==> config.mk <==
export PLATFORM = sky130hd
export DESIGN_NAME = spq_front
export DESIGN_NICKNAME = d
export VERILOG_FILES = /design/src/rtl/spq_pkg.sv /design/src/rtl/spq_front.sv
export SDC_FILE = /design/constraint.sdc
export NUM_CORES = 1
export LEC_CHECK = 0
export ABC_CLOCK_PERIOD_IN_PS = 9500
export BUFFER_PORTS_ARGS = -buffer_cell sky130_fd_sc_hd__buf_2
export CORE_ASPECT_RATIO = 1.75
export CORE_MARGIN = 4
export CORE_UTILIZATION = 40
export DETAILED_ROUTE_END_ITERATION = 10
export GPL_ROUTABILITY_DRIVEN = 0
export SLEW_MARGIN = 20
export SYNTH_ARGS = -nofsm -noshare
export SYNTH_HDL_FRONTEND = slang
export SYNTH_SLANG_ARGS = --single-unit
export TNS_END_PERCENT = 30
==> constraint.sdc <==
create_clock -name clk -period 9.5 [get_ports clk]
set_input_delay 0.475 -clock clk [delete_from_list [all_inputs] [get_ports clk]]
set_output_delay 0.475 -clock clk [all_outputs]
set_load 0.03 [all_outputs]
==> src/rtl/spq_pkg.sv <==
// Shared opcodes, status codes and command flag type for the sorted priority queue.
`timescale 1ns / 1ps

package spq_pkg;

	// Opcodes of an input word
	localparam logic [1:0] OPC_PUSH  = 2'd0;
	localparam logic [1:0] OPC_POP   = 2'd1;
	localparam logic [1:0] OPC_CLEAR = 2'd2;

	// Status codes of a result word
	localparam logic [1:0] ST_OK    = 2'd0;
	localparam logic [1:0] ST_EMPTY = 2'd1;
	localparam logic [1:0] ST_FULL  = 2'd2;

	// Decoded command; all flags low means no operation
	typedef struct packed {
		logic push;
		logic pop;
		logic clear;
	} cmd_flags_t;

endpackage

==> src/rtl/spq_front.sv <==
// Front end: accepts input words, decodes the opcode and buffers commands for the back end.
`timescale 1ns / 1ps

module spq_front import spq_pkg::*; #(
	parameter int KEY_BITS  = 16,
	parameter int DATA_BITS = 32
) (
	input  logic                 clk,
	input  logic                 arst_n,
	input  logic                 in_valid,
	output logic                 in_stall,
	input  logic [1:0]           opcode,
	input  logic [DATA_BITS-1:0] item_data,
	input  logic [KEY_BITS-1:0]  item_key,
	output logic                 cmd_valid,
	input  logic                 cmd_take,
	output cmd_flags_t           cmd_flags,
	output logic [DATA_BITS-1:0] cmd_data,
	output logic [KEY_BITS-1:0]  cmd_key
);

	cmd_flags_t           dec_flags;
	cmd_flags_t           flags_q [2];
	logic [DATA_BITS-1:0] data_q  [2];
	logic [KEY_BITS-1:0]  key_q   [2];
	logic                 wr_ptr_q;
	logic                 rd_ptr_q;
	logic [1:0]           cnt_q;
	logic                 wr_en;

	always_comb begin
		dec_flags = '0;
		unique case (opcode)
			OPC_PUSH:  dec_flags.push  = 1'b1;
			OPC_POP:   dec_flags.pop   = 1'b1;
			OPC_CLEAR: dec_flags.clear = 1'b1;
			default:   dec_flags       = '0;
		endcase
	end

	assign in_stall  = (cnt_q == 2'd2);
	assign wr_en     = in_valid && !in_stall;
	assign cmd_valid = (cnt_q != 2'd0);
	assign cmd_flags = flags_q[rd_ptr_q];
	assign cmd_data  = data_q[rd_ptr_q];
	assign cmd_key   = key_q[rd_ptr_q];

	always_ff @(posedge clk) begin
		if (wr_en) begin
			flags_q[wr_ptr_q] <= dec_flags;
			data_q[wr_ptr_q]  <= item_data;
			key_q[wr_ptr_q]   <= item_key;
		end
	end

	always_ff @(posedge clk or negedge arst_n) begin
		if (!arst_n) begin
			wr_ptr_q <= 1'b0;
			rd_ptr_q <= 1'b0;
			cnt_q    <= 2'd0;
		end else begin
			if (wr_en)
				wr_ptr_q <= !wr_ptr_q;
			if (cmd_take)
				rd_ptr_q <= !rd_ptr_q;
			priority if (wr_en && !cmd_take)
				cnt_q <= cnt_q + 2'd1;
			else if (!wr_en && cmd_take)
				cnt_q <= cnt_q - 2'd1;
			else
				cnt_q <= cnt_q;
		end
	end

endmodule

Word-level counts from Yosys, hierarchy flattened. Memory sizes are Yosys's and may differ from the RTL's. Index checks and enable logic that the tools add are counted.

Bits in registers: 4. Input port bits: 54. Memories kept: 3. Memory bits (writable): 102. Output and inout bits: 53.

Add/subtract/negate cells: 2. Reductions and logical operators: 11. Eq/ne operators: 3. Mux-type cells: 7.

Memory list: data_q (depth 2, width 32, rd ports 1, clocked after Yosys merged registers in 0, write ports 1, RTL line spq_front.sv:24) `logic [DATA_BITS-1:0] data_q [2];`; key_q (depth 2, width 16, rd ports 1, clocked after Yosys merged registers in 0, write ports 1, RTL line spq_front.sv:25) `logic [KEY_BITS-1:0] key_q [2];`; flags_q (depth 2, width 3, rd ports 1, clocked after Yosys merged registers in 0, write ports 1, RTL line spq_front.sv:23) `cmd_flags_t flags_q [2];`.

Operators with widths (number): logical NOT 1 bit (5); two-way mux 1 bit (5); == test 2 bit (second input constant) (2); two-way mux 2 bit (2); nonzero test 2 bit (2); logical AND 1 bit (3); adder 2 x 1 -> 2 bit (second input constant) (1); == test 2 x 1 -> 1 bit (second input constant) (1); logical NOT 2 bit (1); subtractor 2 x 1 -> 2 bit (second input constant) (1).

Depth between registers and ports, before layout. Gate-level depths: netlist of the first run.

Depth after elaboration: 7. Gate-level depth with buffers: 7. Gate-level depth less buffers: 7.

Worst setup path before layout of the first run. No wires, ideal clock.

Path type: reg2reg. Start: register cnt_q[0]. End: memory data_q[0][0] (enable). Path slack: 6278 ps. Stages on the path, launching flop included: 4. Arrival: 2762 ps. Period minus slack after synthesis: 3222 ps. Required time: 9040 ps. Path through: dfrtp_1 -> nand2b_1 -> nand2_1 -> nor2_1.

Longest elaborated chain between the ends: 5.

RTL lines: start, declared (RTL line spq_front.sv:28) `logic [1:0] cnt_q;`; start signal, assigned (RTL line spq_front.sv:67) `cnt_q <= cnt_q + 2'd1;`; start signal, assigned (RTL line spq_front.sv:69) `cnt_q <= cnt_q - 2'd1;`; start signal, assigned (RTL line spq_front.sv:71) `cnt_q <= cnt_q;`; == test 2 bit (RTL line spq_front.sv:41) `assign in_stall = (cnt_q == 2'd2);`; logical NOT 1 bit (RTL line spq_front.sv:42) `assign wr_en = in_valid && !in_stall;`; logical AND 1 bit (RTL line spq_front.sv:42); two-way mux 1 bit (RTL line spq_front.sv:49) `if (wr_en) begin`; two-way mux 1 bit (not written as such) (RTL line spq_front.sv:51) `data_q[wr_ptr_q] <= item_data;`; end, declared (RTL line spq_front.sv:24).

No other way between the ends.

Worst setup path in the final report of the first run.
Start: register rd_ptr_q. End: output port cmd_key[3].

Longest elaborated chain between the ends: 1.

RTL lines: start, declared (RTL line spq_front.sv:27) `logic rd_ptr_q;`; start signal, assigned (RTL line spq_front.sv:65) `rd_ptr_q <= !rd_ptr_q;`; memory (2 x 16 bit); end, declared (RTL line spq_front.sv:19) `output logic [KEY_BITS-1:0] cmd_key`.

No other way between the ends.

==> results of run 1 <==
## worst reg2reg max path, cell delays in order (launching register included)
cell and delay (ns):
dfrtp_1 0.40, nand2b_1 0.17, and3_2 0.61, buf_4 0.49
## flip-flops by register name, summed over array words and instances, names as in the netlist
register  count
key_q        32
wr_ptr_q      1
rd_ptr_q      1
data_q       64
cnt_q         2
flags_q       6
## power by group through the flow
stage	sequential [mW]	clock [mW]	combinational, mW
2_1_floorplan	0.677	0	0.562
3_3_place_gp	0.739	0	0.615
3_5_place_dp	0.746	0	0.618
4_1_cts	0.735	0.426	0.619
5_1_grt	0.748	0.444	0.646
6_report	0.731	0.413	0.606
## routing by layer
metal	routed length, microns	track usage	up-vias
met5	0	0	-
li1	-	-	935
met3	442	0.03753	11
met2	4042	0.2238	61
met4	191	0.06672	0
met1	2437	0.1272	965
## worst paths after layout
kind	startpoint	end	slack (ns)
worst max-delay path	rd_ptr_q	cmd_key[3]	7.02
worst min-delay path	item_key[0]	key_q[1][0]	0.32
worst max register to register	cnt_q[0]	key_q[1][12]	7.48
worst min register to register	cnt_q[1]	cnt_q[1]	0.49
max in group asynchronous	arst_n	rd_ptr_q	8.88
min in group asynchronous	arst_n	cnt_q[1]	0.48
## synthesized netlist by cell type, drive strengths merged
| library cell | count |
|---|---|
| mux2 | 51 |
| edfxtp | 102 |
| buf | 6 |
| nand2 | 1 |
| nor2 | 3 |
| dfrtp | 4 |
| nor2b | 2 |
| inv | 3 |
| xor2 | 3 |
| and3 | 1 |
| nand2b | 1 |
| or2 | 1 |
| ha | 1 |
| xnor2 | 2 |
## logic make-up (layout without fill, tap and decap cells)
| logic type | Yosys count | count (layout) | synth area share |
|---|---|---|---|
| and+or+nand+nor | 9 | 9 | 0.01117 |
| buffers and inverters | 9 | 128 | 0.02957 |
| xor gates and xnor gates | 5 | 5 | 0.01056 |
| muxes | 51 | 51 | 0.1829 |
| adders and majority gates | 1 | 1 | 0.003017 |
| DFF | 106 | 106 | 0.7628 |
## through the flow
step	cells	util	hold slack, ns	power, mW	cell area, sq um
after floorplan	181	-	0.1794	1.239	4146
after global placement	408	0.4736	0.2845	1.354	4750
after detailed placement	408	0.4736	0.2866	1.364	4750
after CTS	425	0.5087	0.3104	1.780	5102
after global routing	425	0.5087	0.3066	1.837	5102
final	425	0.5087	0.3244	1.750	5102
## final cells by class
class	count	area (sq um)	share of cell area
Timing Repair Buffer	109	555.5	0.1089
Inverter	3	11.26	0.002207
Multi-Input combinational cell	66	869.6	0.1704
Clock inverter	7	117.6	0.02305
Clock buffer	9	225.2	0.04414
Sequential cell	106	3167	0.6206
Tap cell	125	156.4	0.03065
## repair_timing
item	CTS	global route
hold buffers	1	0
hold endpoints to repair	4	0
gates resized for setup	0	0
==> qor.csv, run 1 <==
stage,metric,value,unit
setup_path,reg2regPathDepth,3,
sta,rsz0062_at_grt,no,
sta,setup_tns,0,ns
setup_path,crit_path_end_kind,primary output,
power_and_ir_drop,sequentialPowerShare,0.418,
setup_path,crit_fanout,52,
setup_path,cp.arrival,2.01,ns
floorplanning,die-area,12120,sq um
outcome,status,"finished, final reports clean",
floorplanning,core,10030,sq um
power_and_ir_drop,worst_ir_drop_vdd,0.3456,mV
hold_path,holdPathStages,1,
setup_path,crit_chain,"mux2_2, buf_2",
synthesis,synthTopCellsByArea,"edfxtp_1, mux2_4, buf_12, dfrtp_1, xor2_1",
hold_path,min_path_type,primary input to register,
synthesis,synth_top_area_frac,0.7387,
synthesis,synth_top_area_cell,edfxtp_1,
placed_design,io_buffers,106,
setup_path,start_kind,register,
job,drv_cap,0,
global_route,grt_pass1_wl,11.25,mm
clock_network,cts-root-buf,clkbuf_16,
finish,nets,350,
setup_path,worstPathRequired,9.03,ns
finish,final_common_cell,buf_2,
clock_network,cts_buffer_depth,2,
power_and_ir_drop,p_sw,592.9,uW
sta,finalHoldViolCount,0,
placed_design,dp_hpwl,4.735,mm
drt,drcViolationCount,0,
placed_design,dp_slack,7.335,ns
setup_path,cp_top_family,flip-flops,
synthesis,syn_avg_cell_area,22.91,sq um
sta,finalSetupViolations,0,
power_and_ir_drop,pwr-share-comb,0.346,
sta,fin_skew,0.008628,ns
sta,worst_slack,7.015,ns
floorplanning,rows,48,
sta,worst_pin_slew,0.9825,ns
synthesis,yosysWarnings,0,
global_route,grt_pass1_vias,2200,
synthesis,seq_area_frac_synth,0.7628,
setup_path,cp_num_buf_inv,1,
synthesis,synth-seq-cells,106,
synthesis,syn_inst,181,
sta,drv_slew,0,
drt,viasPerCell,4.640,
power_and_ir_drop,p_per_area,343.0,nW/um^2
finish,layout_common_cells,"buf_2, edfxtp_1, mux2_4, clkbuf_16",
sta,fin_crit_sh,0.2616,
global_route,antenna_found_initial,0,
drt,wl,7.113,mm
clock_network,clock_latency,0.33,ns
floorplanning,die_y,142.7,microns
synthesis,synth.distinct_cells,16,
sta,slew_headroom,0.3450,
finish,fill_cells,829,
clock_network,cts_buffers,9,
setup_path,cp.depth,2,
clock_network,tritoncts,yes,
drt,drt_iter0_drc,90,
drt,dr.pass1.iters,4,
sta,min_period,2.485,ns
finish,area_growth,23.05,%
global_route,grt_max_degree,53,
synthesis,synthesis.area,4146,sq um
floorplanning,io_pins,107,
power_and_ir_drop,p_leak,2.076,nW
setup_path,crit_path_max_incr_delay,1.08,ns
finish,drive_gt1_frac,0.5967,
floorplanning,die-width,84.97,microns
power_and_ir_drop,power.internal,1.157,mW
clock_network,htree_levels,3,
power_and_ir_drop,pwr-share-clk,0.236,
drt,wire_per_inst,16.74,microns
setup_path,crit_slowest_cell,dfrtp_4,
global_route,track_usage,0.1244,
clock_network,clkSinkCount,106,
clock_network,cts.clk_slew.worst_paths,0.07,ns
drt,ant_nets,0,
global_route,grt_overflow,0,
clock_network,cts_setup_buffers,0,
power_and_ir_drop,swShare,0.3388,
drt,via_count,1972,
setup_path,critPathKind,register to primary output,
finish,antenna_cells,0,
sta,clock.fmax,402.4,MHz
synthesis,syn_nets,236,
floorplanning,start_util,0.4134,
Note: power is estimated with default switching activity, not from simulation.
==> run 2, diff against run 1 <==
ABC_CLOCK_PERIOD_IN_PS = 2300   (was 9500)
clock period = 2.3 ns   (was 9.5 ns; I/O delays follow)
==> qor.csv, run 2 (synthesized netlist as in run 1, its figures left out) <==
stage,metric,value,unit,change
finish,final-seq-area,3167,sq um,unchanged
floorplanning,io_pins,107,,unchanged
job,drv_cap,0,,unchanged
floorplanning,start_util,0.4134,,unchanged
sta,setup_tns,0,ns,unchanged
finish,fill_cells,800,,-3.5%
clock_network,cts_buffers,9,,unchanged
power_and_ir_drop,pwr-share-clk,0.202,,-0.034
floorplanning,die-area,12120,sq um,unchanged
global_route,grt_max_degree,32,,-40%
finish,multi_input_area,869.6,sq um,unchanged
global_route,grt_overflow,0,,unchanged
clock_network,cts-root-buf,clkbuf_16,,
sta,finalHoldViolCount,0,,unchanged
drt,dr.pass1.iters,4,,unchanged
drt,via_count,2183,,+11%
floorplanning,rows,48,,unchanged
global_route,antenna_found_initial,0,,unchanged
setup_path,rrSetupSlack,0.76,ns,-6.72 ns
clock_network,clock_latency,0.33,ns,about the same
floorplanning,die_y,142.7,microns,unchanged
finish,top_register,data_q,,
setup_path,cp.arrival,1.74,ns,-0.27 ns
power_and_ir_drop,power.internal,4.663,mW,+300%
sta,slew_headroom,0.7529,,+0.4079
finish,drive_gt1_frac,0.5127,,-0.08392
clock_network,htree_levels,3,,unchanged
clock_network,cts_setup_buffers,0,,unchanged
sta,worst_pin_slew,0.3706,ns,-0.6119 ns
clock_network,ctsResizeCount,0,,unchanged
setup_path,start_kind,register,,
placed_design,dp_hpwl,5.106,mm,+7.8%
finish,largestRegisters,"data_q (64), key_q (32), flags_q (6)",,
floorplanning,die-width,84.97,microns,unchanged
finish,final_common_cell,buf_2,,
clock_network,tritoncts,yes,,
global_route,grt_pass1_wl,11.87,mm,+5.5%
setup_path,crit_fanout,14,,-73%
power_and_ir_drop,p_per_area,1268,nW/um^2,+270%
setup_path,worstPathRequired,2.18,ns,-6.85 ns
setup_path,crit_path_end_kind,primary output,,
finish,final_util,0.5586,,+0.04990
finish,nets,403,,+15%
hold_path,min_path_type,primary input to register,,
power_and_ir_drop,sequentialPowerShare,0.398,,-0.020
sta,min_period,1.855,ns,
global_route,track_usage,0.1306,,+0.006192
sta,fin_crit_sh,0.8065,,
sta,rsz0062_at_grt,no,,
finish,layout_common_cells,"buf_2, edfxtp_1, dlygate4sd3_1, mux2_4, clkbuf_16",,
clock_network,cts.clk_slew.worst_paths,0.06,ns,about the same
power_and_ir_drop,p_sw,2.439,mW,+310%
sta,drv_slew,0,,unchanged
drt,drcViolationCount,0,,unchanged
drt,viasPerCell,4.567,,-1.6%
drt,wl,7.379,mm,+3.7%
drt,drt_iter0_drc,50,,-44%
power_and_ir_drop,swShare,0.3435,,+0.004643
clock_network,holdBufCountCts,50,,+49
sta,clock.fmax,539.1,MHz,
setup_path,critPathKind,register to primary output,,
placed_design,io_buffers,106,,unchanged
sta,finalSetupViolations,0,,unchanged
clock_network,cts_buffer_depth,2,,unchanged
power_and_ir_drop,worst_ir_drop_vdd,0.7570,mV,+120%
power_and_ir_drop,pwr-share-comb,0.400,,+0.054
finish,antenna_cells,0,,unchanged
drt,ant_nets,0,,unchanged
finish,largest_reg_flops,64,,unchanged
finish,area_growth,35.12,%,
sta,fin_skew,0.003682,ns,-0.004946 ns
power_and_ir_drop,p_leak,2.282,nW,+10%
drt,wire_per_inst,15.44,microns,-7.8%
global_route,grt_pass1_vias,2415,,+9.8%
outcome,status,"finished, final reports clean",,
clock_network,clkSinkCount,106,,unchanged
floorplanning,core,10030,sq um,unchanged
-- run 2: stage by stage --
| stage | total power [mW] | worst slack, ns | cells | instance area [sq um] | hold slack [ns] |
|---|---|---|---|---|---|
| after floorplan | 5.115 | 0.09269 | 181 | 4154 | -0.1806 |
| after global placement | 5.663 | 0.7930 | 412 | 4817 | -0.07242 |
| after detailed placement | 5.707 | 0.7730 | 412 | 4817 | -0.07180 |
| after CTS | 7.235 | 0.3990 | 478 | 5603 | 0.06499 |
| after global routing | 7.453 | 0.3622 | 478 | 5603 | 0.07679 |
| final | 7.102 | 0.4451 | 478 | 5603 | 0.08426 |
-- run 2: power by group through the flow --
stage                     sequential, mW  combinational [mW]  clock (mW)
after CTS                           2.84                2.90        1.49
final                               2.83                2.84        1.43
after global placement              2.85                2.81           0
after detailed placement            2.88                2.83           0
after floorplan                     2.79                2.33           0
after global routing                2.87                3.03        1.55
-- run 2: per-layer routing --
layer / wire length (microns) / track usage / vias to the layer above
li1: - / - / 1034
met1: 2608 / 0.1299 / 1070
met2: 4233 / 0.2467 / 63
met3: 292 / 0.02425 / 16
met4: 244 / 0.07590 / 0
met5: 0 / 0 / -
-- run 2: path summary, 6_finish.rpt --
path,start,end,cells after the start
setup / recovery,rd_ptr_q,cmd_data[15],3
hold / removal,opcode[0],flags_q[1][2],2
setup reg to reg,cnt_q[0],cnt_q[1],7
hold reg to reg,cnt_q[1],cnt_q[1],1
max in group asynchronous,arst_n,rd_ptr_q,2
min in group asynchronous,arst_n,cnt_q[0],2
-- run 2: layout make-up --
cell class	count	area share
Tap cell	125	0.02791
Sequential cell	106	0.5652
Clock buffer	9	0.04020
Inverter	3	0.002010
Timing Repair Buffer	162	0.1987
Clock inverter	7	0.01072
Multi-Input combinational cell	66	0.1552
-- run 2: critical path: stages, from the launching register on --
cell     delay [ns]
dfrtp_4        0.57
buf_4          0.33
mux2_4         0.33
buf_2          0.18
==> run 3, diff against run 2 <==
ABC_AREA = 1   (was default)
ABC_CLOCK_PERIOD_IN_PS = 1800   (was 2300)
clock period = 1.8 ns   (was 2.3 ns; I/O delays follow)
==> qor.csv, run 3 <==
stage,metric,value,unit,change
finish,layoutNonFillerInstCount,490,,+2.5%
clock_network,clock_latency,0.34,ns,about the same
job,drv_cap,0,,unchanged
setup_path,reg2regPathDepth,6,,-1
clock_network,ctsResizeCount,0,,unchanged
synthesis,seq_area_frac_synth,0.7587,,-0.004121
setup_path,critPathKind,register to primary output,,
finish,area_growth,35.53,%,
synthesis,ys.flop_type,edfxtp_1,,
clock_network,cts_setup_buffers,0,,unchanged
power_and_ir_drop,p_leak,2.319,nW,+1.6%
drt,drcViolationCount,0,,unchanged
synthesis,yosysWarnings,0,,unchanged
synthesis,synthesis.area,4169,sq um,+0.54%
setup_path,start_kind,register,,
finish,final-seq-area,3167,sq um,unchanged
setup_path,rrSetupSlack,0.30,ns,-0.46 ns
synthesis,synthTopCellsByArea,"edfxtp_1, mux2_4, buf_12, dfrtp_1, inv_1",,
global_route,track_usage,0.1260,,-0.004567
global_route,grt_overflow,0,,unchanged
floorplanning,die_y,143.1,microns,+0.26%
sta,rsz0062_at_grt,no,,
placed_design,dp_slack,0.3217,ns,-0.4513 ns
sta,worst_pin_slew,0.4065,ns,+0.03585 ns
power_and_ir_drop,sequentialPowerShare,0.381,,-0.017
sta,setup_tns,0,ns,unchanged
global_route,grt_pass1_wl,11.55,mm,-2.7%
power_and_ir_drop,swShare,0.3411,,-0.002393
drt,ant_nets,0,,unchanged
finish,stdcell_area,5650,sq um,+0.85%
power_and_ir_drop,pwr-share-comb,0.402,,+0.002
synthesis,syn_avg_cell_area,21.60,sq um,-5.7%
sta,drv_slew,0,,unchanged
finish,largestRegisters,"data_q (64), key_q (32), flags_q (6)",,
finish,fill_cells,833,,+4.1%
clock_network,cts_buffers,9,,unchanged
synthesis,synth-seq-cells,106,,unchanged
synthesis,synth.most_common_cell,edfxtp_1,,
synthesis,synth_top_area_cell,edfxtp_1,,
finish,final_common_cell,buf_2,,
finish,drive_gt1_frac,0.4890,,-0.02380
finish,multi_input_area,864.6,sq um,-0.58%
setup_path,crit_end,cmd_key[4],,
floorplanning,io_pins,107,,unchanged
sta,clock.fmax,594.8,MHz,
setup_path,worstPathRequired,1.71,ns,-0.47 ns
sta,fin_crit_sh,0.9341,,
setup_path,crit_path_end_kind,primary output,,
global_route,grt_pass1_vias,2283,,-5.5%
power_and_ir_drop,pwr-share-clk,0.216,,+0.014
setup_path,timing.rr.start,cnt_q[1],,
finish,nets,413,,+2.5%
sta,slew_headroom,0.7262,,-0.02677
sta,finalHoldViolCount,0,,unchanged
power_and_ir_drop,power.internal,6.087,mW,+31%
clock_network,cts-root-buf,clkbuf_16,,
hold_path,min_path_type,primary input to register,,
drt,wl,7.407,mm,+0.38%
synthesis,syn_nets,248,,+5.1%
placed_design,io_buffers,106,,unchanged
clock_network,tritoncts,yes,,
synthesis,syn_inst,193,,+6.6%
power_and_ir_drop,p_per_area,1635,nW/um^2,+29%
clock_network,htree_levels,3,,unchanged
setup_path,cp.arrival,1.59,ns,-0.15 ns
drt,via_count,2212,,+1.3%
sta,min_period,1.681,ns,
outcome,status,"finished, final reports clean",,
global_route,antenna_found_initial,0,,unchanged
placed_design,place_inst,424,,+2.9%
finish,largest_reg_flops,64,,unchanged
setup_path,worst_r2r_endpoint,key_q[0][7],,
drt,drt_iter0_drc,92,,+84%
floorplanning,rows,49,,+2.1%
synthesis,async_flop_share,0.03774,,unchanged
sta,worst_slack,0.1186,ns,-0.3265 ns
floorplanning,die-width,85.18,microns,+0.25%
setup_path,crit_start,rd_ptr_q,,
drt,wire_per_inst,15.12,microns,-2.1%
hold_path,holdPathStages,2,,unchanged
synthesis,synth.distinct_cells,15,,-1
sta,fin_skew,0.007294,ns,+0.003612 ns
sta,finalSetupViolations,0,,unchanged
synthesis,synth_top_area_frac,0.7347,,-0.003990
setup_path,crit_fanout,30,,+16
finish,top_register,data_q,,
synthesis,netlist_top_cells_count,"edfxtp_1, mux2_4, inv_1",,
drt,viasPerCell,4.514,,-1.2%
floorplanning,core,10240,sq um,+2.1%
clock_network,cts.clk_slew.worst_paths,0.07,ns,about the same
placed_design,dp_hpwl,4.818,mm,-5.6%
floorplanning,die-area,12180,sq um,+0.51%
synthesis,synth_edf_count,102,,unchanged
finish,layout_common_cells,"buf_2, edfxtp_1, dlygate4sd3_1, mux2_4",,
power_and_ir_drop,worst_ir_drop_vdd,1.154,mV,+53%
global_route,grt_max_degree,52,,+63%
clock_network,cts_buffer_depth,2,,unchanged
clock_network,clkSinkCount,106,,unchanged
power_and_ir_drop,p_sw,3.151,mW,+29%
placed_design,dpl_cell_area,4838,sq um,+0.44%
floorplanning,start_util,0.4072,,-0.006238
drt,dr.pass1.iters,4,,unchanged
[run 3: cell types whose count changed after synthesis, sizes merged]
cell,previous run,this run
nor2b,2,0
nand2,1,8
o21ai,0,1
inv,3,10
nand4,0,1
or2,1,0
nand2b,1,0
xnor2,2,1
and3,1,0
nand3,0,1
nor2,3,6
xor2,3,1
[run 3: layer usage]
layer  vias to the layer above  share of wire  track usage
li1                       1065              -            -
met1                      1069           0.36       0.1369
met2                        63           0.55       0.2168
met3                        15          0.056      0.03464
met4                         0          0.030      0.07506
met5                         -              0            0
[run 3: timing repair]
| action | in CTS | in global routing |
|---|---|---|
| setup endpoints to repair | 0 | 0 |
| hold buffers | 50 | 0 |
| endpoints found under the hold margin | 101 | 0 |
[run 3: worst min path at each step]
stage / from / endpoint / slack, ns
floorplan: arst_n / cnt_q[0] / -0.21
global placement: arst_n / cnt_q[1] / -0.1
detailed placement: arst_n / cnt_q[1] / -0.09
CTS: opcode[0] / flags_q[0][0] / 0.05
global route: opcode[0] / flags_q[0][0] / 0.06
finish: opcode[0] / flags_q[0][0] / 0.06
[run 3: stage by stage]
step             util  hold slack, ns  total power [mW]
3_5_place_dp   0.4726        -0.09395             7.279
3_3_place_gp   0.4726        -0.09645             7.227
5_1_grt        0.5516         0.05794             9.669
4_1_cts        0.5516         0.05169             9.368
2_1_floorplan       -         -0.2056             6.509
6_report       0.5519         0.06455             9.238
[run 3: cell type report]
| type | count | share of cell area |
|---|---|---|
| Timing Repair Buffer | 160 | 0.1966 |
| Clock inverter | 5 | 0.01417 |
| Inverter | 10 | 0.006643 |
| Multi-Input combinational cell | 71 | 0.1530 |
| Antenna cell | 1 | 0.0004429 |
| Clock buffer | 10 | 0.04052 |
| Tap cell | 127 | 0.02812 |
| Sequential cell | 106 | 0.5605 |
[run 3: power by group through the flow]
stage / sequential [mW] / clock, mW / combinational, mW
after floorplan: 3.54 / 0 / 2.97
after global placement: 3.55 / 0 / 3.68
after detailed placement: 3.58 / 0 / 3.70
after CTS: 3.53 / 2.05 / 3.79
after global routing: 3.57 / 2.13 / 3.96
final: 3.52 / 2.00 / 3.72
[run 3: kinds of logic (layout without fill, tap and decap cells)]
group,after synthesis,count (layout),share of synthesized area
flip-flops,106,106,0.7587
multiplexers,51,51,0.1819
AND/OR/NAND/NOR,16,16,0.01531
buffers and inverters,16,185,0.03572
XOR/XNOR,2,2,0.004202
adder cells (fa/ha/maj),1,1,0.003001
AO/OA/AOI/OAI,1,1,0.001199
other,0,1,0
[run 3: worst max-delay path: stages, from the launching register on]
cell and delay, ns:
dfrtp_4 0.44, buf_12 0.24, mux2_2 0.36, buf_2 0.18
